[config.mk]
export PLATFORM = sky130hd
export DESIGN_NAME = twab_div
export DESIGN_NICKNAME = d
export VERILOG_FILES = /design/src/sv/twab_pkg.sv /design/src/sv/twab_div.sv
export SDC_FILE = /design/constraint.sdc
export NUM_CORES = 1
export LEC_CHECK = 0
export BUFFER_PORTS_ARGS = -buffer_cell sky130_fd_sc_hd__clkbuf_2
export CAP_MARGIN = 10
export CELL_PAD_IN_SITES_DETAIL_PLACEMENT = 1
export CELL_PAD_IN_SITES_GLOBAL_PLACEMENT = 1
export CORE_ASPECT_RATIO = 2
export CORE_MARGIN = 1
export CORE_UTILIZATION = 44
export CTS_BUF_LIST = sky130_fd_sc_hd__clkbuf_8
export DETAILED_ROUTE_END_ITERATION = 12
export GPL_TIMING_DRIVEN = 1
export MAX_ROUTING_LAYER = met4
export PLACE_DENSITY = 0.81
export SLEW_MARGIN = 5
export SYNTH_ARGS = -nofsm -noshare
export SYNTH_HDL_FRONTEND = slang
export SYNTH_SLANG_ARGS = --single-unit
[constraint.sdc]
create_clock -name clk_i -period 2.2 [get_ports clk_i]
set_input_delay 0.11 -clock clk_i [delete_from_list [all_inputs] [get_ports clk_i]]
set_output_delay 0.11 -clock clk_i [all_outputs]
set_load 0.05 [all_outputs]
[src/sv/twab_pkg.sv]
// ----------------------------------------------------------------------------
// twab_pkg
// Shared types and constants for the time-window average block.
// ----------------------------------------------------------------------------
`default_nettype none

package twab_pkg;

  localparam int MAX_ENTRIES = 128;
  localparam int IDX_W       = $clog2(MAX_ENTRIES);
  localparam int CNT_W       = 8;
  localparam int PRICE_BITS  = 32;
  localparam int TIME_BITS   = 48;
  localparam int SUM_W       = PRICE_BITS + IDX_W;
  localparam int ENTRY_W     = PRICE_BITS + TIME_BITS;
  localparam int DIV_STEPS_W = $clog2(SUM_W + 1);

  localparam logic [CNT_W-1:0] MAX_COUNT = CNT_W'(MAX_ENTRIES);

  typedef enum logic [3:0] {
    ST_IDLE,
    ST_EXPIRE,
    ST_POST,
    ST_CHECK,
    ST_DROP,
    ST_APPEND,
    ST_SUM,
    ST_DIV,
    ST_MARK,
    ST_DONE
  } state_e;

  typedef struct packed {
    logic             start;
    logic [SUM_W-1:0] dividend;
    logic [CNT_W-1:0] divisor;
  } div_req_t;

  typedef struct packed {
    logic                  done;
    logic [PRICE_BITS-1:0] quotient;
  } div_rsp_t;

endpackage

`default_nettype wire

[src/sv/twab_div.sv]
// ----------------------------------------------------------------------------
// twab_div
// Restoring divider, one quotient bit per cycle, sum by entry count.
// ----------------------------------------------------------------------------
`default_nettype none

module twab_div
  import twab_pkg::*;
(
  input  wire logic     clk_i,
  input  wire logic     rst_ni,
  input  wire div_req_t req_i,
  output div_rsp_t      rsp_o
);

  logic                   busy_q, busy_d;
  logic [DIV_STEPS_W-1:0] cnt_q, cnt_d;
  logic [CNT_W-1:0]       rem_q, rem_d;
  logic [SUM_W-1:0]       quo_q, quo_d;
  logic [CNT_W-1:0]       dvs_q, dvs_d;
  logic                   done_q, done_d;
  logic [CNT_W:0]         trial;

  always_comb begin
    busy_d = busy_q;
    cnt_d  = cnt_q;
    rem_d  = rem_q;
    quo_d  = quo_q;
    dvs_d  = dvs_q;
    done_d = 1'b0;
    trial  = {rem_q, quo_q[SUM_W-1]};
    if (req_i.start) begin
      busy_d = 1'b1;
      cnt_d  = '0;
      rem_d  = '0;
      quo_d  = req_i.dividend;
      dvs_d  = req_i.divisor;
    end else if (busy_q) begin
      if (trial >= {1'b0, dvs_q}) begin
        rem_d = CNT_W'(trial - {1'b0, dvs_q});
        quo_d = {quo_q[SUM_W-2:0], 1'b1};
      end else begin
        rem_d = trial[CNT_W-1:0];
        quo_d = {quo_q[SUM_W-2:0], 1'b0};
      end
      cnt_d = cnt_q + 1'b1;
      if (cnt_q == DIV_STEPS_W'(SUM_W - 1)) begin
        busy_d = 1'b0;
        done_d = 1'b1;
      end
    end
  end

  always_ff @(posedge clk_i or negedge rst_ni) begin
    if (!rst_ni) begin
      busy_q <= 1'b0;
      done_q <= 1'b0;
      cnt_q  <= '0;
    end else begin
      busy_q <= busy_d;
      done_q <= done_d;
      cnt_q  <= cnt_d;
    end
  end

  always_ff @(posedge clk_i) begin
    rem_q <= rem_d;
    quo_q <= quo_d;
    dvs_q <= dvs_d;
  end

  assign rsp_o.done     = done_q;
  assign rsp_o.quotient = quo_q[PRICE_BITS-1:0];

endmodule

`default_nettype wire

==> reports/metrics.yaml <==
timing:
  worstMarginPinSlew_ns: 0.574
  rsz0062_at_grt: "no"
  relSlewSlack: 0.617
  max_freq_ghz: 0.479
  finalCritPeriodShare: 0.948
  layout_setup_ws_ns: 0.114
  hold_violations: 0
  drv_slew: 0
  setup_viol: 0
  fin_crit_ns: 2.09
  skew_ns: 0.00929
  holdWs_ns: 0.0710
  tns_ns: 0
min_path:
  holdCritStartpoint: "req_i[16]"
  hold_end: "quo_q[8]"
  holdPathStages: 2
  hp-class: "in2reg"
floorplan:
  start_util: 0.450
  die_w_um: 62.7
  core_area_mm2: 0.00721
  fp-row-count: 44
  die-height_um: 123
  die_area_mm2: 0.00774
  io_pins: 83
logic_synthesis:
  synthArstFlopShare: 0.127
  ys_seq_area_frac: 0.546
  syn_inst: 251
  synth_seq_cells: 63
  syn_avg_cell_area_um2: 12.9
  synth.cell_area_mm2: 0.00325
  ys_warn_count: 0
  synth_edf_count: 47
  ys_types: 48
  synth_ff_type: "edfxtp_1"
  synth_fp_nets: 312
placed_design:
  placement.cell_area_mm2: 0.00357
  gp_congestion: 0.854
  dp_cells: 392
  place.port_buffers: 82
  dpl.hpwl_um: 5150
  place_ws_ns: 0.0947
worst_setup_path:
  slowest_delay_ns: 0.35
  critical_path_class: "reg2reg"
  rr_worst_depth: 7
  required_ns: 2.46
  start_kind: "flop"
  worst_setup_path_end_kind: "flop"
  r2r_end: "rem_q[0]"
  cpMaxStageDelayCell: "ha_1"
  crit_arrival_ns: 2.34
  r2r-start: "dvs_q[6]"
  crit_fanout: 9
  path_cells: "inv_1, ha_1, a21o_1, a221oi_2, o21ai_4, mux2_4, a211oi_2"
  r2r_slack_ns: 0.11
grt:
  grt_usage: 0.193
  grt_pass1_wl_um: 10600
  grt.overflow.total: 0
  grt_start_max_net_pins: 40
  use_met2: 0.353
  use_met1: 0.187
  grt_pass1_vias: 2285
  antenna_found_initial: 0
  met3_usage: 0.0397
  grt-busiest-layer: "met2"
pwr:
  p_int_mw: 2.40
  power_frac_seq: 0.425
  p_leak_nw: 1.70
  clockPowerShare: 0.242
  p_switching_mw: 1.25
  p_sw_frac: 0.342
  combPwrFrac: 0.333
  vdd_ir_drop_max_uv: 498
  pwr_density_cell_mw_per_mm2: 951
finish:
  syn_to_final_growth_pct: 18.3
  fin_area_mm2: 0.00384
  mostFrequentLayoutCells: "clkbuf_2, edfxtp_1, mux2_2"
  antennaDiodeCount: 0
  final_cells: 417
  post_route_cells_drive_above_1_share: 0.462
  final_common_cell: "clkbuf_2"
  fin_nets: 381
clocking:
  cts.sinks: 63
  root_buffer: "clkbuf_8"
  cts_made_buffers: 9
  clk_latency_ns: 0.34
  clk_path_buf_depth: 2
  clk_pin_slew_ns: 0.07
  htreeDepth: 3
  cts_tree: "yes"
routing:
  drtIter0Drc: 55
  vias: 2092
  wl_per_cell_um: 16.1
  ant_nets: 0
  first_pass_iters: 4
  drc: 0
  drt-total-wl_um: 6700
  vias_per_cell: 5.02
run:
  maxCapViolations: 0
run_status:
  status: "completed"
==> state kept, by name (all words and copies together), names as in the netlist <==
signal,count
cnt_q,6
dvs_q,8
quo_q,39
done_q,1
rem_q,8
busy_q,1
==> layout make-up <==
cell class / instances / area, µm²
inverter: 11 / 41.3
sequential: 63 / 1770
timing repair buffer: 99 / 586
multi-input combinational: 136 / 1150
clock inverter: 5 / 23.8
tap: 92 / 115
fill: 778 / 3370
clock buffer: 11 / 151
==> cell families after synthesis <==
family,count (synthesis),share of synthesized area
adder cells (fa/ha/maj),11,0.0447
flip-flops,63,0.546
buffers and inverters,52,0.101
AO/OA/AOI/OAI,25,0.0586
XOR/XNOR,9,0.0243
multiplexers,44,0.152
AND/OR/NAND/NOR,47,0.0729
==> power by group through the flow <==
stage / sequential [mW] / combinational [mW] / clock [mW]
2_1_floorplan: 1.54 / 1.01 / 0
3_3_place_gp: 1.57 / 1.17 / 0
3_5_place_dp: 1.58 / 1.20 / 0
4_1_cts: 1.55 / 1.22 / 0.920
5_1_grt: 1.58 / 1.32 / 0.967
6_report: 1.55 / 1.22 / 0.885
==> routing by layer <==
metal  vias up  wire, µm
met5         -         0
met4         0       162
met2        55      3900
met3        15       235
met1      1017      2400
li1       1005         -
==> what timing repair did <==
item,CTS,global route
setup endpoints to repair,0,2
endpoints found under the hold margin,16,0
setup buffers,0,0
hold buffers,9,0
gates resized for setup,0,1
==> cells in the mapped netlist, types with 2 or more instances <==
library cell | n | share of area
a211oi_1 | 4 | 0.0093
a21o_1 | 3 | 0.0069
a21oi_1 | 4 | 0.0062
buf_1 | 4 | 0.0046
buf_2 | 2 | 0.0031
buf_4 | 33 | 0.076
dfrtp_1 | 8 | 0.062
dfxtp_1 | 8 | 0.049
edfxtp_1 | 47 | 0.43
ha_1 | 10 | 0.039
inv_1 | 11 | 0.013
mux2_1 | 2 | 0.0069
mux2_2 | 37 | 0.13
mux2i_1 | 4 | 0.012
nand2_1 | 11 | 0.013
nand2b_1 | 4 | 0.0077
nand4_1 | 2 | 0.0039
nor2_1 | 17 | 0.020
o21ai_1 | 4 | 0.0062
xnor2_1 | 2 | 0.0054
xor2_1 | 7 | 0.019
==> worst max-delay path, delay by kind of cell, from the launching register on <==
kind	cells	cell delay (ns)
compound gates	4	0.95
flops	1	0.32
mux	1	0.33
buf+inv	1	0.04
fa+ha+maj	1	0.35
==> worst max-delay path by stage <==
stage,startpoint,endpoint,slack (ns),cells past startpoint
floorplan,dvs_q[6],quo_q[0],0.31,7
global placement,dvs_q[6],rem_q[0],0.12,7
detailed placement,dvs_q[6],rem_q[0],0.09,7
CTS,dvs_q[6],rem_q[0],0.05,7
global route,dvs_q[6],rem_q[0],0.03,7
finish,dvs_q[6],rem_q[0],0.11,7
==> through the flow <==
stage / utilization / power (mW)
finish: 0.533 / 3.65
global route: 0.533 / 3.86
CTS: 0.532 / 3.69
detailed placement: 0.495 / 2.78
global placement: 0.495 / 2.75
floorplan: - / 2.55
No activity file was read; power rests on OpenSTA's default activity.
