### config.mk
export PLATFORM = sky130hd
export DESIGN_NAME = twab_ram
export DESIGN_NICKNAME = d
export VERILOG_FILES = /design/src/sv/twab_ram.sv
export SDC_FILE = /design/constraint.sdc
export NUM_CORES = 1
export LEC_CHECK = 0
export BUFFER_PORTS_ARGS = -buffer_cell sky130_fd_sc_hd__buf_2
export CORE_MARGIN = 4
export CORE_UTILIZATION = 60
export DETAILED_ROUTE_END_ITERATION = 12
export PLACE_DENSITY = 0.76
export SETUP_SLACK_MARGIN = 0.4
export SLEW_MARGIN = 20
export SYNTH_ARGS = -nofsm -noshare
export SYNTH_HDL_FRONTEND = slang
export SYNTH_SLANG_ARGS = --single-unit
### constraint.sdc
create_clock -name clk_i -period 2.2 [get_ports clk_i]
set_input_delay 0.11 -clock clk_i [delete_from_list [all_inputs] [get_ports clk_i]]
set_output_delay 0.11 -clock clk_i [all_outputs]
set_load 0.02 [all_outputs]
### src/sv/twab_ram.sv
// ----------------------------------------------------------------------------
// twab_ram
// Generic single-write, single-read RAM with a registered read.
// ----------------------------------------------------------------------------
`default_nettype none

module twab_ram #(
  parameter int Width = 8,
  parameter int Depth = 16
) (
  input  wire logic                     clk_i,
  input  wire logic                     we_i,
  input  wire logic [$clog2(Depth)-1:0] waddr_i,
  input  wire logic [Width-1:0]         wdata_i,
  input  wire logic [$clog2(Depth)-1:0] raddr_i,
  output logic      [Width-1:0]         rdata_o
);

  logic [Width-1:0] mem_q [Depth];

  always_ff @(posedge clk_i) begin
    if (we_i) begin
      mem_q[waddr_i] <= wdata_i;
    end
    rdata_o <= mem_q[raddr_i];
  end

endmodule

`default_nettype wire

==> results by group, run 1 <==
Status
  – Outcome: complete, no violations

Setup path
  – Crit-path leading delay family: multiplexers
  – Worst r2r src: mem_q[1][1]$_DFFE_PP_
  – CP endpoint kind: flip-flop
  – CP max stage cell: mux4_1
  – FF-to-FF setup slack: 0.77 ns
  – Arrival @ worst endpoint: 1.81 ns
  – CP bufs+invs: 0
  – Setup Crit Path Kind: flip-flop to flip-flop
  – CP max stage delay: between 0.5 and 0.6 ns
  – R2R depth: 3
  – R2R Path End: rdata_o[1]$_DFF_P_
  – Crit-path max FO: 1
  – Critical Path Source Type: flip-flop
  – Crit path cell chain: mux4_1 > a22oi_1 > nand2_1
  – Req. time, crit path: 2.59 ns

STA
  – Clk_skew: 0.00609 ns
  – Highest clock rate: 701 MHz
  – Worst rel slew slack: 0.434
  – Hold Violations, Final: 0
  – Setup violators final: 0
  – RSZ-0062 raised after global routing: no
  – Setup tns final: 0 ns
  – Max-slew violations: 0
  – Period utilization: 0.648
  – Final Critical Period: 1.43 ns
  – Worst-Margin Slew: 0.848 ns
  – Hold Slack: 0.0110 ns

Routing
  – DRT iter0 DRCs: 245
  – Vias: 2513
  – Pre-antenna DRT Iters: 4
  – DRC Markers: 0
  – Routed length per instance: 24.7 microns
  – Routed wire length: 10100 microns
  – Routed Antenna Nets: 0
  – Avg Vias per Cell: roughly 6.1

Clocking
  – Total CTS buffers: 17
  – CTS root buf: clkbuf_8
  – CTS tree: built
  – # H-tree levels: 4
  – Clk sinks: 136
  – Cts repair resizes: 0
  – Clk Latency, worst-skew pair: around 0.5 ns
  – Clock-pin transition on the worst setup and hold timing paths: about 0.06 ns
  – Clk buf depth: 2

Final layout
  – # fillers: 454
  – Layout cells sized above 1: 0.316
  – Design area: slightly above 6000 sq um
  – Ant. Diodes: 0
  – Nets@finish: 309
  – Area of the multi-input gates: 1060 sq um
  – Area Growth Syn to Fin: 18.2%
  – Sequential Area: 4000 sq um

Yosys
  – Syn_area_per_cell: about 22 sq um
  – #FFs+latches synth: 136
  – Post-synthesis cell count: 229
  – Mapped Area: 5150 sq um
  – Yosys warns: 0
  – Seq/Total Area, Yosys: 0.778
  – Net Count, Synth: 247
  – Synth cell types: 19

Pwr
  – PwrDens: 927 nW/um^2
  – Sequential fraction of design power: 0.517
  – Net Sw Power: 1230 uW
  – VDD IR max: around 0.6 mV
  – Tot Pwr: 5640 uW
  – Leakage: about 0.0021 uW
  – Switching part of the total: 0.219
  – Clock share of power: 0.430
  – Internal: 4410 uW
  – Gate power share: 0.053

Placed design
  – Post-DP Area: 5510 sq um
  – Routability cong.: 0.799
  – DP Wirelength: 6270 microns
  – Port-buffer cells: 25

Floorplan
  – Core box area: approximately 8300 sq um
  – Die Wd: between 100 and 150 microns
  – Core Rows: 33
  – Die Y: 101 microns
  – Starting density of the core: 0.620
  – Die area: 10100 sq um
  – Io pins: 26

Min path
  – Worst hold start: wdata_i[6]
  – Type of the most critical hold path: primary input to flip-flop
  – Hold Path Sink: mem_q[6][6]$_DFFE_PP_
  – Worst hold stages: 1

Global route
  – Number of global-route vias before repair: 2542
  – Largest net degree at the start of global routing: 20
  – Initial antenna violation count: 0
  – First-pass GRT wire length: between 15000 and 20000 microns
  – Grt total ovfl: 0
  – GRT Util Overall: 0.223

Flow run
  – Maxcap violations: 0
-- synthesized netlist by cell type, drive strengths merged --
master | number | area share
edfxtp | 128 | 0.75
mux4 | 32 | 0.15
a22oi | 16 | 0.023
nor2 | 13 | 0.0095
nand2 | 9 | 0.0066
dfxtp | 8 | 0.031
buf | 7 | 0.011
nor3 | 4 | 0.0039
clkdlybuf4s25 | 3 | 0.0058
nand2b | 2 | 0.0024
nand3b | 2 | 0.0029
and2 | 1 | 0.0012
and2b | 1 | 0.0015
nand3 | 1 | 0.00097
nor2b | 1 | 0.0012
or3b | 1 | 0.0017
-- sequential cells by signal, indices dropped and copies added (netlist names) --
register and count:
mem_q 128, rdata_o 8
-- final cells by class --
class | instances | area share
multi-input combinational | 83 | 0.174
clock inverter | 14 | 0.0164
clock buffer | 18 | 0.0687
sequential | 136 | 0.658
tap | 105 | 0.0216
timing repair buffer | 53 | 0.0617
-- stage by stage --
stage,setup slack (ns),cells,utilization
floorplan,0.597,229,-
global placement,0.390,371,0.664
detailed placement,0.391,371,0.664
CTS,0.757,409,0.733
global route,0.745,409,0.733
finish,0.774,409,0.733
-- routing by layer --
metal / track usage / vias up / wire (microns)
li1: - / 1103 / -
met1: 0.326 / 1299 / 4210
met2: 0.334 / 99 / 5140
met3: 0.0561 / 12 / 580
met4: 0.0777 / 0 / 164
met5: 0 / - / 0
-- kinds of logic after synthesis --
kind of cell	Yosys count	synth area share
DFF	136	0.778
and+or+nand+nor	35	0.0318
AOI/OAI and AO/OA	16	0.0233
muxes	32	0.150
buffers and inverters	10	0.0168
-- worst max-delay path by stage --
stage / start / end / slack, ns / cells past startpoint
final: mem_q[1][1]$_DFFE_PP_ / rdata_o[1]$_DFF_P_ / 0.77 / 3
after detailed placement: raddr_i[0] / rdata_o[0]$_DFF_P_ / 0.39 / 5
after floorplan: waddr_i[2] / mem_q[0][0]$_DFFE_PP_ / 0.60 / 2
after global placement: raddr_i[0] / rdata_o[2]$_DFF_P_ / 0.39 / 5
after global routing: mem_q[10][4]$_DFFE_PP_ / rdata_o[4]$_DFF_P_ / 0.75 / 3
after CTS: mem_q[1][1]$_DFFE_PP_ / rdata_o[1]$_DFF_P_ / 0.76 / 3
-- worst reg2reg max path, cell delays in order (launching register included) --
cell and delay [ns]:
edfxtp_1 0.37, mux4_1 0.52, a22oi_1 0.30, nand2_1 0.11
-- repair_timing --
action	in CTS	in global routing
hold buffers	6	0
setup buffers	0	0
hold endpoints to repair	93	0
-- layout by cell type (no fill, tap or decap), types with 2 or more instances in the layout --
cell / synthesis / routed
clkinvlp_4: 0 / 5
nand2b_1: 2 / 2
inv_6: 0 / 4
dfxtp_1: 8 / 8
buf_2: 3 / 25
clkinv_2: 0 / 3
clkbuf_16: 0 / 16
dlygate4sd3_1: 0 / 6
nand3b_1: 2 / 2
buf_12: 0 / 2
a22oi_1: 16 / 16
buf_4: 1 / 20
nand2_1: 9 / 9
edfxtp_1: 128 / 128
nor3_1: 4 / 4
mux4_2: 18 / 18
nor2_1: 13 / 13
mux4_1: 14 / 14
-- power groups by stage --
| stage | registers (uW) | clock network (uW) | logic [uW] |
|---|---|---|---|
| finish | 2910 | 2430 | 299 |
| global route | 2920 | 2590 | 322 |
| CTS | 2920 | 2450 | 304 |
| detailed placement | 2970 | 0 | 292 |
| global placement | 2970 | 0 | 285 |
| floorplan | 2980 | 0 | 147 |
No activity file was read; power rests on OpenSTA's default activity.
==> run 2, diff against run 1 <==
CORE_UTILIZATION = 54   (was 60)
PLACE_DENSITY = 0.72   (was 0.76)
clock period = 1.25 ns   (was 2.2 ns; I/O delays follow)
==> run 2 against run 1 <==
Maximum frequency is 15% higher; count of clock-buffer cells in the layout is 1 lower; hold slack better by 0.13 ns; clock skew is 0.0018 ns higher; register-to-register slack worse by 0.77 ns; routed wire length is 4.9% lower; largest cell class unchanged.
==> results by group, run 2 (synthesis gave the netlist of run 1 again) <==
Status
  – Outcome: complete, no violations

STA
  – Setup violators final: 0 (unchanged)
  – Max-slew violations: 0 (unchanged)
  – Hold Slack: 0.144 ns (+0.133 ns)
  – Period utilization: 0.994 (+0.346)
  – Highest clock rate: 804 MHz (+15%)
  – RSZ-0062 raised after global routing: yes
  – Worst setup margin: 0.00693 ns (-0.767 ns)
  – Hold Violations, Final: 0 (unchanged)
  – Clk_skew: 0.00791 ns (+0.00183 ns)
  – Final Critical Period: 1.24 ns (-0.183 ns)
  – Worst-Margin Slew: 1.09 ns (+0.240 ns)
  – Worst rel slew slack: 0.273 (-0.160)

Setup path
  – Req. time, crit path: 1.64 ns (-0.95 ns)
  – Crit-path max FO: 1 (unchanged)
  – FF-to-FF setup slack: 0.007 ns (-0.77 ns)
  – Arrival @ worst endpoint: 1.63 ns (-0.18 ns)
  – Setup Crit Path Kind: flip-flop to flip-flop
  – CP endpoint kind: flip-flop
  – Critical Path Source Type: flip-flop

Floorplan
  – Die Wd: 106 microns (+5.0%)
  – Die area: 11200 sq um (+10%)
  – Core Rows: 35 (+6.1%)
  – Io pins: 26 (unchanged)
  – Starting density of the core: 0.557 (-0.0632)
  – Die Y: 106 microns (+5.0%)
  – Core box area: 9240 sq um (+11%)

Min path
  – Type of the most critical hold path: primary input to flip-flop

Clocking
  – # H-tree levels: 4 (unchanged)
  – Total CTS buffers: 17 (unchanged)
  – CTS root buf: clkbuf_8
  – CTS tree: built
  – Clk buf depth: 2 (unchanged)
  – Clk sinks: 136 (unchanged)
  – Clock-pin transition on the worst setup and hold timing paths: 0.06 ns (about the same)
  – Clk Latency, worst-skew pair: 0.51 ns (about the same)

Final layout
  – Nets@finish: 313 (+1.3%)
  – Sequential Area: 4010 sq um (+0.22%)
  – Design area: 6460 sq um (+6.1%)
  – Layout cells sized above 1: 0.481 (+0.165)
  – Finished Layout Cells: 437 (+6.8%)
  – # fillers: 545 (+20%)
  – Ant. Diodes: 0 (unchanged)
  – Largest register FFs: 128 (unchanged)
  – Largest reg by FF count: mem_q
  – Area Growth Syn to Fin: 25.5%
  – Largest registers: mem_q (128), rdata_o (8)
  – Area of the multi-input gates: 1180 sq um (+11%)
  – Most frequent cells in the layout: edfxtp_1, mux4_2, buf_2, clkbuf_16
  – Most common cell after layout, fill and taps aside: edfxtp_1

Routing
  – Routed Antenna Nets: 0 (unchanged)
  – DRC Markers: 0 (unchanged)
  – Pre-antenna DRT Iters: 4 (unchanged)
  – Avg Vias per Cell: 5.66 (-7.9%)
  – DRT iter0 DRCs: 151 (-38%)
  – Routed wire length: 9590 microns (-4.9%)
  – Vias: 2473 (-1.6%)
  – Routed length per instance: 21.9 microns (-11%)

Placed design
  – Routability cong.: 0.726 (-9.1%)
  – Port-buffer cells: 25 (unchanged)
  – Post-DP Area: 5740 sq um (+4.2%)
  – Place WS: -0.218 ns (-0.609 ns)
  – Inst Count DP: 396 (+6.7%)
  – DP Wirelength: 6240 microns (-0.43%)

Pwr
  – VDD IR max: 0.793 mV (+33%)
  – PwrDens: 1560 nW/um^2 (+68%)
  – Tot Pwr: 10100 uW (+78%)
  – Leakage: 0.00211 uW (+1.1%)

Global route
  – Largest net degree at the start of global routing: 22 (+10%)
  – GRT Util Overall: 0.189 (-0.0343)
  – Initial antenna violation count: 0 (unchanged)
  – First-pass GRT wire length: 15200 microns (-2.3%)
  – Number of global-route vias before repair: 2647 (+4.1%)
  – Grt total ovfl: 0 (unchanged)

Flow run
  – Maxcap violations: 0 (unchanged)
==> run 2: power by group <==
group | leakage [uW] | internal (uW) | switching, uW | total, uW
Clock | 0.000241 | 2420 | 1840 | 4260
Sequential | 0.00122 | 5100 | 39.3 | 5140
Combinational | 0.000644 | 315 | 342 | 657
==> run 2: path summary, 6_finish.rpt <==
kind | cells after the start | end | startpoint
min | 3 | mem_q[14][4]$_DFFE_PP_ | waddr_i[1]
min reg2reg | 3 | rdata_o[1]$_DFF_P_ | mem_q[12][1]$_DFFE_PP_
max reg2reg | 3 | rdata_o[6]$_DFF_P_ | mem_q[11][6]$_DFFE_PP_
max | 3 | rdata_o[6]$_DFF_P_ | mem_q[11][6]$_DFFE_PP_
==> run 2: area by class of cell <==
| type | instances | share of cell area |
|---|---|---|
| timing repair buffer | 57 | 0.0907 |
| multi-input combinational | 83 | 0.182 |
| clock inverter | 15 | 0.0167 |
| sequential | 136 | 0.621 |
| clock buffer | 17 | 0.0641 |
| tap | 129 | 0.0250 |
==> run 2: repair_timing <==
item,in CTS,in global routing
hold endpoints to repair,128,0
pin swaps,2,0
endpoints found under the setup margin,17,16
resized for setup,30,3
setup buffers,1,0
hold buffers,8,0
==> run 2: metrics by stage <==
step	setup TNS, ns	util
final	0	0.699
after global routing	-0.198	0.699
after CTS	-0.0520	0.697
after detailed placement	-6.44	0.621
after global placement	-4.87	0.621
after floorplan	0	-
==> run 2: layer usage <==
layer	track usage	part of all wire	wire length (microns)
met3	0.0521	0.044	422
met2	0.317	0.55	5250
met1	0.245	0.40	3860
met5	0	0	0
met4	0.0527	0.0060	58
==> run 2: worst max-delay path, cell delays in order (launching register included) <==
cell and delay (ns):
edfxtp_1 0.37, mux4_2 0.49, a22oi_2 0.18, nand2_1 0.09
